--- src/rtl/sms_pkg.sv ---
package sms_pkg;

  localparam int unsigned BitsPerByte = 8;
  localparam int unsigned DataWidth   = 2 * BitsPerByte;
  localparam int unsigned HoldWidth   = 7;
  localparam int unsigned CfgIdxWidth = 2;
  localparam int unsigned CfgWidth    = HoldWidth;

  typedef enum logic [CfgIdxWidth-1:0] {
    CfgSpiMode       = 2'd0,
    CfgLsbFirst      = 2'd1,
    CfgHalfPeriod    = 2'd2,
    CfgHighByteFirst = 2'd3
  } cfg_idx_e;

  typedef struct packed {
    logic [1:0]           spi_mode;
    logic                 lsb_first;
    logic [HoldWidth-1:0] half_period;
    logic                 high_byte_first;
  } cfg_t;

  typedef struct packed {
    logic                 sck_level;
    logic                 mosi_level;
    logic                 busy_res;
    logic                 done_res;
    logic [DataWidth-1:0] rx_data;
  } res_t;

endpackage

--- src/rtl/sms_core.sv ---
module sms_core (
  input  logic                         clk_i,
  input  logic                         rst_ni,
  input  logic                         en_i,
  input  sms_pkg::cfg_t                cfg_i,
  input  logic                         start_req_i,
  input  logic [sms_pkg::DataWidth-1:0] tx_data_i,
  input  logic                         two_bytes_i,
  input  logic                         miso_level_i,
  output sms_pkg::res_t                res_o
);
  import sms_pkg::*;

  localparam int unsigned PosWidth = $clog2(DataWidth);
  localparam int unsigned BitWidth = $clog2(BitsPerByte);

  logic                 busy_q, busy_d;
  logic                 wf_q, wf_d;
  logic [DataWidth-1:0] tx_q, tx_d;
  logic [DataWidth-1:0] rx_q, rx_d;
  logic [PosWidth-1:0]  bc_q, bc_d;
  logic [1:0]           ph_q, ph_d;
  logic [HoldWidth-1:0] hold_q, hold_d;
  logic                 clk_q, clk_d;
  logic                 mosi_q, mosi_d;
  logic                 cpol_q, cpol_d;
  logic                 cpha_q, cpha_d;
  logic                 lsb_q, lsb_d;
  logic                 hbf_q, hbf_d;

  logic                 sample;
  logic [PosWidth-1:0]  pos;
  logic [BitWidth-1:0]  bit_sel;
  logic [HoldWidth-1:0] hold_inc;
  logic [HoldWidth-1:0] hp_eff;
  logic [1:0]           ph_inc;
  logic [1:0]           steps;
  logic [PosWidth-1:0]  last_bit;
  logic                 done;
  logic                 busy_out;
  logic [DataWidth-1:0] rx_out;

  always_comb begin
    busy_d   = busy_q;
    wf_d     = wf_q;
    tx_d     = tx_q;
    rx_d     = rx_q;
    bc_d     = bc_q;
    ph_d     = ph_q;
    hold_d   = hold_q;
    clk_d    = clk_q;
    mosi_d   = mosi_q;
    cpol_d   = cpol_q;
    cpha_d   = cpha_q;
    lsb_d    = lsb_q;
    hbf_d    = hbf_q;
    sample   = 1'b0;
    pos      = '0;
    bit_sel  = '0;
    hold_inc = '0;
    ph_inc   = '0;
    done     = 1'b0;
    busy_out = 1'b0;
    rx_out   = '0;
    hp_eff   = (cfg_i.half_period == '0) ? HoldWidth'(1) : cfg_i.half_period;
    steps    = '0;
    last_bit = '0;

    if (!busy_q) begin
      clk_d = cfg_i.spi_mode[1];
      if (start_req_i) begin
        busy_d = 1'b1;
        wf_d   = two_bytes_i;
        tx_d   = two_bytes_i ? tx_data_i
                             : {{(DataWidth-BitsPerByte){1'b0}}, tx_data_i[BitsPerByte-1:0]};
        rx_d   = '0;
        bc_d   = '0;
        ph_d   = '0;
        hold_d = '0;
        cpol_d = cfg_i.spi_mode[1];
        cpha_d = cfg_i.spi_mode[0];
        lsb_d  = cfg_i.lsb_first;
        hbf_d  = cfg_i.high_byte_first;
      end
    end

    if (busy_d) begin
      busy_out = 1'b1;
      steps    = cpha_d ? 2'd3 : 2'd2;
      last_bit = wf_d ? PosWidth'(2 * BitsPerByte - 1) : PosWidth'(BitsPerByte - 1);
      bit_sel  = lsb_d ? bc_d[BitWidth-1:0]
                       : BitWidth'(BitsPerByte - 1) - bc_d[BitWidth-1:0];
      pos      = {wf_d & (bc_d[PosWidth-1] ^ hbf_d), bit_sel};

      if (hold_d == '0) begin
        if (cpha_d) begin
          if (ph_d == 2'd0) begin
            clk_d = ~cpol_d;
          end else if (ph_d == 2'd1) begin
            clk_d  = ~cpol_d;
            mosi_d = tx_d[pos];
          end else begin
            clk_d  = cpol_d;
            sample = 1'b1;
          end
        end else begin
          if (ph_d == 2'd0) begin
            clk_d  = cpol_d;
            mosi_d = tx_d[pos];
          end else begin
            clk_d  = ~cpol_d;
            sample = 1'b1;
          end
        end
        if (sample) begin
          rx_d[pos] = miso_level_i;
        end
      end

      hold_inc = hold_d + HoldWidth'(1);
      if (hold_inc >= hp_eff || hold_inc == '0) begin
        hold_d = '0;
        ph_inc = ph_d + 2'd1;
        if (ph_inc >= steps) begin
          ph_d = '0;
          if (bc_d >= last_bit) begin
            busy_d = 1'b0;
            done   = 1'b1;
            rx_out = rx_d;
          end else begin
            bc_d = bc_d + PosWidth'(1);
          end
        end else begin
          ph_d = ph_inc;
        end
      end else begin
        hold_d = hold_inc;
      end
    end
  end

  always_ff @(posedge clk_i or negedge rst_ni) begin
    if (!rst_ni) begin
      busy_q <= 1'b0;
      wf_q   <= 1'b0;
      tx_q   <= '0;
      rx_q   <= '0;
      bc_q   <= '0;
      ph_q   <= '0;
      hold_q <= '0;
      clk_q  <= 1'b0;
      mosi_q <= 1'b0;
      cpol_q <= 1'b0;
      cpha_q <= 1'b0;
      lsb_q  <= 1'b0;
      hbf_q  <= 1'b0;
    end else if (en_i) begin
      busy_q <= busy_d;
      wf_q   <= wf_d;
      tx_q   <= tx_d;
      rx_q   <= rx_d;
      bc_q   <= bc_d;
      ph_q   <= ph_d;
      hold_q <= hold_d;
      clk_q  <= clk_d;
      mosi_q <= mosi_d;
      cpol_q <= cpol_d;
      cpha_q <= cpha_d;
      lsb_q  <= lsb_d;
      hbf_q  <= hbf_d;
    end
  end

  assign res_o.sck_level  = clk_d;
  assign res_o.mosi_level = mosi_d;
  assign res_o.busy_res   = busy_out;
  assign res_o.done_res   = done;
  assign res_o.rx_data    = rx_out;

endmodule

--- src/rtl/spi_master_shifter.sv ---
// each accepted request's result is captured in the output register for the master side
// throughput: one request per cycle while s_axis_tready is high, each request one frame step
// the output register takes a new result whenever it is empty or being drained
// reset clears the frame state, the line levels and the output valid,
// and loads the configuration defaults (mode 0, msb first, half period 1)
module spi_master_shifter (
  input  logic                            clk_i,
  input  logic                            rst_ni,
  input  logic                            cfg_we_i,
  input  logic [sms_pkg::CfgIdxWidth-1:0] cfg_idx_i,
  input  logic [sms_pkg::CfgWidth-1:0]    cfg_data_i,
  input  logic                            s_axis_tvalid,
  output logic                            s_axis_tready,
  input  logic [23:0]                     s_axis_tdata,  // start_req, tx_data, miso_level
  input  logic                            s_axis_tuser,  // two_bytes
  output logic                            m_axis_tvalid,
  input  logic                            m_axis_tready,
  output logic [23:0]                     m_axis_tdata,  // sck_level, mosi_level, busy_res, rx_data
  output logic                            m_axis_tlast   // done_res
);
  import sms_pkg::*;

  cfg_t cfg_q;
  res_t res;
  res_t res_q;
  logic m_valid_q;
  logic accept;

  assign s_axis_tready = ~m_valid_q | m_axis_tready;
  assign accept        = s_axis_tvalid & s_axis_tready;

  always_ff @(posedge clk_i or negedge rst_ni) begin
    if (!rst_ni) begin
      cfg_q.spi_mode        <= '0;
      cfg_q.lsb_first       <= 1'b0;
      cfg_q.half_period     <= HoldWidth'(1);
      cfg_q.high_byte_first <= 1'b0;
    end else if (cfg_we_i) begin
      case (cfg_idx_e'(cfg_idx_i))
        CfgSpiMode:       cfg_q.spi_mode        <= cfg_data_i[1:0];
        CfgLsbFirst:      cfg_q.lsb_first       <= cfg_data_i[0];
        CfgHalfPeriod:    cfg_q.half_period     <= cfg_data_i[HoldWidth-1:0];
        CfgHighByteFirst: cfg_q.high_byte_first <= cfg_data_i[0];
        default: ;
      endcase
    end
  end

  sms_core u_core (
    .clk_i        (clk_i),
    .rst_ni       (rst_ni),
    .en_i         (accept),
    .cfg_i        (cfg_q),
    .start_req_i  (s_axis_tdata[0]),
    .tx_data_i    (s_axis_tdata[DataWidth:1]),
    .two_bytes_i  (s_axis_tuser),
    .miso_level_i (s_axis_tdata[DataWidth+1]),
    .res_o        (res)
  );

  always_ff @(posedge clk_i or negedge rst_ni) begin
    if (!rst_ni) begin
      m_valid_q <= 1'b0;
    end else if (s_axis_tready) begin
      m_valid_q <= s_axis_tvalid;
    end
  end

  always_ff @(posedge clk_i) begin
    if (accept) begin
      res_q <= res;
    end
  end

  assign m_axis_tvalid = m_valid_q;
  assign m_axis_tlast  = res_q.done_res;
  assign m_axis_tdata  = {5'b0, res_q.rx_data, res_q.busy_res, res_q.mosi_level,
                          res_q.sck_level};

endmodule

--- config.mk ---
export PLATFORM = sky130hd
export DESIGN_NAME = spi_master_shifter
export DESIGN_NICKNAME = d
export VERILOG_FILES = /design/src/rtl/sms_pkg.sv /design/src/rtl/sms_core.sv /design/src/rtl/spi_master_shifter.sv
export SDC_FILE = /design/constraint.sdc
export NUM_CORES = 1
export LEC_CHECK = 0
export ABC_AREA = 1
export BUFFER_PORTS_ARGS = -buffer_cell sky130_fd_sc_hd__clkbuf_2
export CORE_ASPECT_RATIO = 2
export CORE_MARGIN = 2
export CORE_UTILIZATION = 41
export CTS_BUF_LIST = sky130_fd_sc_hd__clkbuf_8
export CTS_CLUSTER_DIAMETER = 120
export DETAILED_ROUTE_END_ITERATION = 8
export SYNTH_ARGS = -nofsm -noshare
export SYNTH_HDL_FRONTEND = slang
export SYNTH_SLANG_ARGS = --single-unit
--- constraint.sdc ---
create_clock -name clk_i -period 3.9 [get_ports clk_i]
set_input_delay 0.195 -clock clk_i [delete_from_list [all_inputs] [get_ports clk_i]]
set_output_delay 0.195 -clock clk_i [all_outputs]
set_load 0.02 [all_outputs]
; ---- Word level (Yosys, flattened, before mapping)
; Cells that the tools add are included.
[word_totals]
ff_bits = 85
inputBits = 39
output_inout_bits = 27
wordCells = 124
[classes]
order_cmp = 5
addsub = 4
eq_ne = 4
reduce_logical = 13
bitwise_logic = 6
muxes = 69
[ops]
columns = cell, n
row1 = 16-bit two-way mux, 8
row2 = 1-bit two-way mux, 40
row3 = 7-bit two-way mux, 5
row4 = 4-bit two-way mux, 7
row5 = 7-bit zero test, 3
row6 = 16-bit bitwise mux, 1
row7 = 2-bit two-way mux, 5
row8 = 2-bit AND reduction, 4
row9 = 7-bit by 1-bit adder with 7-bit output (second input constant), 1
row10 = 7-bit >= comparator, 1
row11 = 4-bit by 5-bit less-than comparator with 1-bit output (second input constant), 1
row12 = 4-bit by 1-bit adder with 4-bit output (second input constant), 1
row13 = 1-bit binary-select mux with 4-bit select, 1
row14 = 1-bit demux with 4-bit select, 1
row15 = 2-bit by 1-bit == test with 1-bit output (second input constant), 2
row16 = 2-bit == test (second input constant), 2
row17 = 4-bit by 1-bit >= comparator with 1-bit output (second input constant), 1
row18 = 4-bit >= comparator, 1
row19 = 2-bit zero test, 2
row20 = 4-bit AND reduction, 1
row21 = 3-bit two-way mux, 1
row22 = 3-bit AND reduction, 1
row23 = 3-bit subtractor (first input constant), 1
row24 = 2-bit by 1-bit adder with 2-bit output (second input constant), 1
row25 = other kinds (7), 9

; ---- Depth between registers and ports, before layout
[depth]
depth_word = 12
mapped_depth = 23
mapped_depth_nobuf = 21

; ---- Cells and area by module
; Synthesis repeated with hierarchy kept, for this count alone.
[unflattened]
cells_unflattened = 656
area_unflattened_um2 = 4998.5
[modules_own_cells]
columns = mod, area_each_um2, cells_per_inst, seq_area_each_um2, n_inst
row1 = sms_core, 3836.2, 571, 1326.3, 1
row2 = spi_master_shifter, 1162.4, 85, 902.1, 1

; ---- Least setup slack after synthesis
; No wires, ideal clock.
[synth_timing]
path_kind = flip-flop to flip-flop
start = register u_core.busy_q
end = register res_q (netlist bit m_axis_tdata[9]) (data pin)
path_slack_ns = 1.068
t_arrival_ns = 2.573
t_required_ns = 3.641
setup_ns = 0.259
stages_incl_launch_ff = 20
synth_period_minus_slack_ns = 2.832
n_path_buf = 2
cell_sequence = dfrtp_1 -> nor2_2 -> clkbuf_1 -> nor2_1 -> ha_1 -> nand2_1 -> nor2_4 -> nand3_1 -> nand2_1 -> nand2_1 -> inv_1 -> ha_1 -> a21oi_1 -> o21a_1 -> nand2_1 -> nor2_1 -> nand2_1 -> buf_6 -> nand3_4 -> nor2_1
[synth_between]
elab_chain_cells = 10
elab_cells_between_ends = 40
classes_between = add/sub: 3 / order compare: 5 / eq/ne: 1 / mux: 23 / bitwise: 2 / reduce/logical: 6
[synth_lines]
columns = element, line_no
row1 = start: declaration, sms_core.sv:17  ; logic busy_q, busy_d;
row2 = start signal: assignment, sms_core.sv:158  ; busy_q <= busy_d;
row3 = 4-bit two-way mux / 1-bit two-way mux (equally long branches), sms_core.sv:69  ; if (!busy_q) begin
row4 = 3-bit subtractor / 1-bit XOR (equally long branches), "sms_core.sv:92, sms_core.sv:93"
row5 = 3-bit two-way mux / 1-bit AND (equally long branches), "sms_core.sv:91, sms_core.sv:93"
row6 = 4-bit by 5-bit less-than comparator with 1-bit output (implied by the code) / 4-bit by 1-bit >= comparator with 1-bit output (equally long branches), sms_core.sv:116  ; rx_d[pos] = miso_level_i;
row7 = 1-bit logical AND (implied by the code), sms_core.sv:116
row8 = 1-bit two-way mux (implied by the code), sms_core.sv:116
row9 = 1-bit demux with 4-bit select, n/a
row10 = 16-bit bitwise mux, sms_core.sv:116
row11 = 16-bit two-way mux, sms_core.sv:115  ; if (sample) begin
row12 = 16-bit two-way mux, sms_core.sv:95  ; if (hold_d == '0) begin
row13 = end signal: assignment, spi_master_shifter.sv:71  ; res_q <= res;
row14 = end: declaration, spi_master_shifter.sv:25  ; res_t res_q;
; Parallel ways exist; a longest one is shown, timed or not. The select of a mux whose other input is x is not followed.
; A chain may end at the register's enable or synchronous reset.

; ---- Worst setup path in the final report
[layout_timing]
start = register u_core.busy_q
end = register u_core.hold_q[2]
[layout_between]
elab_chain_cells = 6
elab_cells_between_ends = 8
classes_between = add/sub: 1 / order compare: 1 / mux: 4 / reduce/logical: 2
[layout_lines]
columns = element, line_no
row1 = 7-bit two-way mux, sms_core.sv:69
row2 = 7-bit by 1-bit adder with 7-bit output, sms_core.sv:120  ; hold_inc = hold_d + HoldWidth'(1);
row3 = 7-bit >= comparator / 7-bit zero test (equally long branches), sms_core.sv:121  ; if (hold_inc >= hp_eff || hold_inc == '0) begin
row4 = 1-bit logical OR, sms_core.sv:121
row5 = 7-bit two-way mux, sms_core.sv:121
row6 = 7-bit two-way mux (*), sms_core.sv:87  ; if (busy_d) begin
row7 = end signal: assignment, sms_core.sv:164  ; hold_q <= hold_d;
row8 = end: declaration, sms_core.sv:23  ; logic [HoldWidth-1:0] hold_q, hold_d;
; Every way passes the cells marked *; elsewhere a longest branch is shown, timed or not.

==> results.tsv <==
stage	metric	value	unit
outcome	status	finished clean	
layout	fill count	1191	
critical_path	crit path DAT	3.54	ns
timing	relative slew slack	50.00	%
grt	vias in the first global route	4196	
synthesis	mux share of post-synthesis cell area	0	%
timing	RSZ-0062 raised after global routing	false	
timing	hold_ws	0.06477	ns
layout	Final #Nets	737	
clock_tree	CTS tree	yes	
routing	number of DRC markers in iteration 0	215	
layout	Reg area	2228	um^2
pwr	switching fraction of total power	40.71	%
routing	WL per Instance	13.35	um
routing	DRT Wirelength	11130	um
synthesis	#FFs+latches synth	85	
layout	post-layout util	46.82	%
timing	Final Hold Fails	0	
synthesis	Distinct cells, synth	47	
clock_tree	clk buf depth	2	
pwr	P_int	1.688	mW
pwr	Leak	2.733	nW
timing	Final min period	3.247	ns
routing	DR vias	4172	
timing	Setup TNS	0	ns
synthesis	largest family of logic cells by synthesized area	simple AND/OR/NAND/NOR gates	
place	GPL Wtd Cong	0.8345	
layout	most common cell after layout, fill and taps aside	nand2_1	
clock_tree	clk_lat worst skew	0.37	ns
pwr	total power	2.847	mW
layout	multi-input logic area	2292	um^2
layout	antenna cells	0	
timing	worst slew pin tran	0.7454	ns
die	Die Ht	159.2	um
routing	drt via density	5.002	
die	initial core utilization	41.93	%
grt	largest net degree at the start of global routing	45	
pwr	clock power share	21.3	%
place	placed cells	817	
timing	fin worst setup slack	0.6533	ns
timing	fmax	308.0	MHz
synthesis	Post-synth EDFFs	20	
layout	commonest cells after routing, fill and taps aside	nand2_1, inv_1, dfrtp_1, o21ai_0, clkbuf_2	
clock_tree	CTS sink cnt	85	
synthesis	Post-Synth XOR/XNOR Area	0.1774	%
synthesis	Top FF cell, synth	dfrtp_1	
place	hpwl dp	8312	um
grt	GRT Util Overall	18.78	%
synthesis	post-synthesis async set-or-reset flop share	76.47	%
clock_tree	H-Tree Depth	3	
place	placed cell area	5313	um^2
synthesis	compound-cell area share of the yosys netlist	12.07	%
die	chip width	81.59	um
critical_path	startpoint types	flip-flop	
synthesis	Synth Area in Adders	3.549	%
synthesis	Yosys warning count	0	
die	core region area	11770	um^2
place	port bufs	54	
synthesis	syn_area_per_cell	7.835	um^2
critical_path	Crit. End Element	flip-flop	
grt	first-pass GRT wire length	19180	um
place	pre-CTS setup slack	0.6706	ns
synthesis	Netlist Area Pre-Place	4936	um^2
timing	Max Slew Vio Count	0	
job	Max Cap Viol	0	
clock_tree	Post-CTS Hold Buffers	1	
routing	DRC	0	
critical_path	Worst EP required	4.19	ns
layout	area grow syn2layout	11.66	%
pwr	pwr/cell area	516.5	nW/um^2
clock_tree	number of CTS-inserted buffers	9	
synthesis	simple-gate share of the synthesized area	30.27	%
layout	final non-filler cell total	834	
timing	Max Clock Skew	0.01396	ns
pwr	Peak VDD IR	223.8	uV
worst_hold_path	Hold Crit Class	in -> reg	
critical_path	critical path peak fanout	11	
critical_path	critical path type	reg -> reg	
clock_tree	Post-CTS Setup Bufs	0	
die	site row count	56	
clock_tree	CTS root buf	clkbuf_8	
timing	period utilization	83.25	%
clock_tree	post_cts resized	0	
grt	initial antenna violation count	0	
synthesis	sequential share of the synthesized area	45.15	%
clock_tree	Worst-path clk slew	0.10	ns
routing	drt pass-1 iters	5	
die	die area	12990	um^2
die	IO Pins	66	
routing	ANT nets after route	0	
pwr	Comb pwr share	37.1	%
grt	global route overflow	0	
synthesis	Synth Instances	630	
layout	fin area	5512	um^2
pwr	Seq pwr share	41.6	%
layout	layout cells sized above 1	17.56	%
timing	final setup violation count	0	
pwr	Switch Pwr	1.159	mW
-- power by group through the flow --
stage | registers [mW] | logic, mW | clock network [mW]
floorplan | 1.20 | 0.796 | 0
global placement | 1.19 | 1.03 | 0
detailed placement | 1.20 | 1.06 | 0
CTS | 1.18 | 1.06 | 0.629
global route | 1.20 | 1.20 | 0.657
finish | 1.18 | 1.06 | 0.607
-- logic make-up after synthesis --
logic type,count (synthesis)
adder cells (fa/ha/maj),14
other,1
flip-flops,85
AND/OR/NAND/NOR,321
XOR/XNOR,1
AO/OA/AOI/OAI,109
buffers and inverters,99
-- layout make-up --
type / count / area share, %
clock buffer: 9 / 2.247
clock inverter: 7 / 1.180
inverter: 76 / 5.221
multi-input combinational: 450 / 41.59
sequential: 85 / 40.43
tap: 145 / 3.292
timing repair buffer: 62 / 6.039
-- registers in the layout, summed over array words and instances, names as in the netlist, 2 cells and up --
name	cells
u_core.rx_q	16
cfg_q	11
m_axis_tdata	19
u_core.tx_q	16
u_core.ph_q	2
u_core.hold_q	7
u_core.bc_q	4
-- final timing paths --
check	slack, ns	to	cells past startpoint	start
setup reg to reg	0.65	u_core.hold_q[2]	17	u_core.busy_q
hold / removal	0.06	cfg_q[6]	3	cfg_data_i[5]
max in group asynchronous	2.53	u_core.lsb_q	3	rst_ni
setup / recovery	0.65	u_core.hold_q[2]	17	u_core.busy_q
min in group asynchronous	0.34	u_core.hold_q[4]	2	rst_ni
hold reg to reg	0.49	cfg_q[8]	2	cfg_q[8]
-- cells in the mapped netlist (2+ instances only) --
| cell | n | area [um^2] |
|---|---|---|
| nor2_4 | 5 | 56.30 |
| nor2_2 | 8 | 50.05 |
| nand2_1 | 199 | 747.0 |
| a21oi_1 | 15 | 75.07 |
| nand2_4 | 5 | 56.30 |
| nand4_2 | 2 | 25.02 |
| o211ai_1 | 2 | 15.01 |
| o22ai_1 | 7 | 43.79 |
| nand3b_1 | 2 | 15.01 |
| buf_4 | 5 | 37.54 |
| inv_1 | 68 | 255.2 |
| nor2_1 | 38 | 142.6 |
| nand3_1 | 40 | 200.2 |
| clkbuf_1 | 10 | 37.54 |
| nand2_2 | 6 | 37.54 |
| o21ai_0 | 55 | 275.3 |
| nand4_1 | 4 | 25.02 |
| nor3_4 | 2 | 32.53 |
| nand3_2 | 2 | 20.02 |
| ha_1 | 14 | 175.2 |
| edfxtp_1 | 20 | 600.6 |
| o21ai_1 | 21 | 105.1 |
| nand3_4 | 2 | 35.03 |
| clkinv_1 | 3 | 11.26 |
| buf_2 | 3 | 15.01 |
| dfrtp_1 | 64 | 1602 |
| or2_2 | 2 | 12.51 |
| buf_6 | 3 | 33.78 |
| o21bai_1 | 2 | 15.01 |
| inv_2 | 4 | 15.01 |
-- worst max-delay path: stages (launching register included) --
cell and delay, ns:
dfrtp_1 0.45, nor2_2 0.10, nor2_1 0.23, ha_1 0.24, nand2_1 0.11, nor2_4 0.14, nand4_1 0.09, nand2_1 0.12
inv_1 0.06, ha_1 0.32, a21oi_1 0.16, o21a_1 0.13, nand2_1 0.05, nor2_1 0.08, nand2_1 0.34, inv_1 0.26
nand2_1 0.14, o21ai_0 0.16
-- layer usage --
layer / global-route usage (%) / vias to the layer above / share of wire [%]
li1: - / 2141 / -
met1: 21.23 / 1934 / 39
met3: 2.438 / 15 / 3.2
met5: 0 / - / 0
met2: 33.68 / 82 / 55
met4: 8.712 / 0 / 2.3
(Power assumes the default switching activity.)
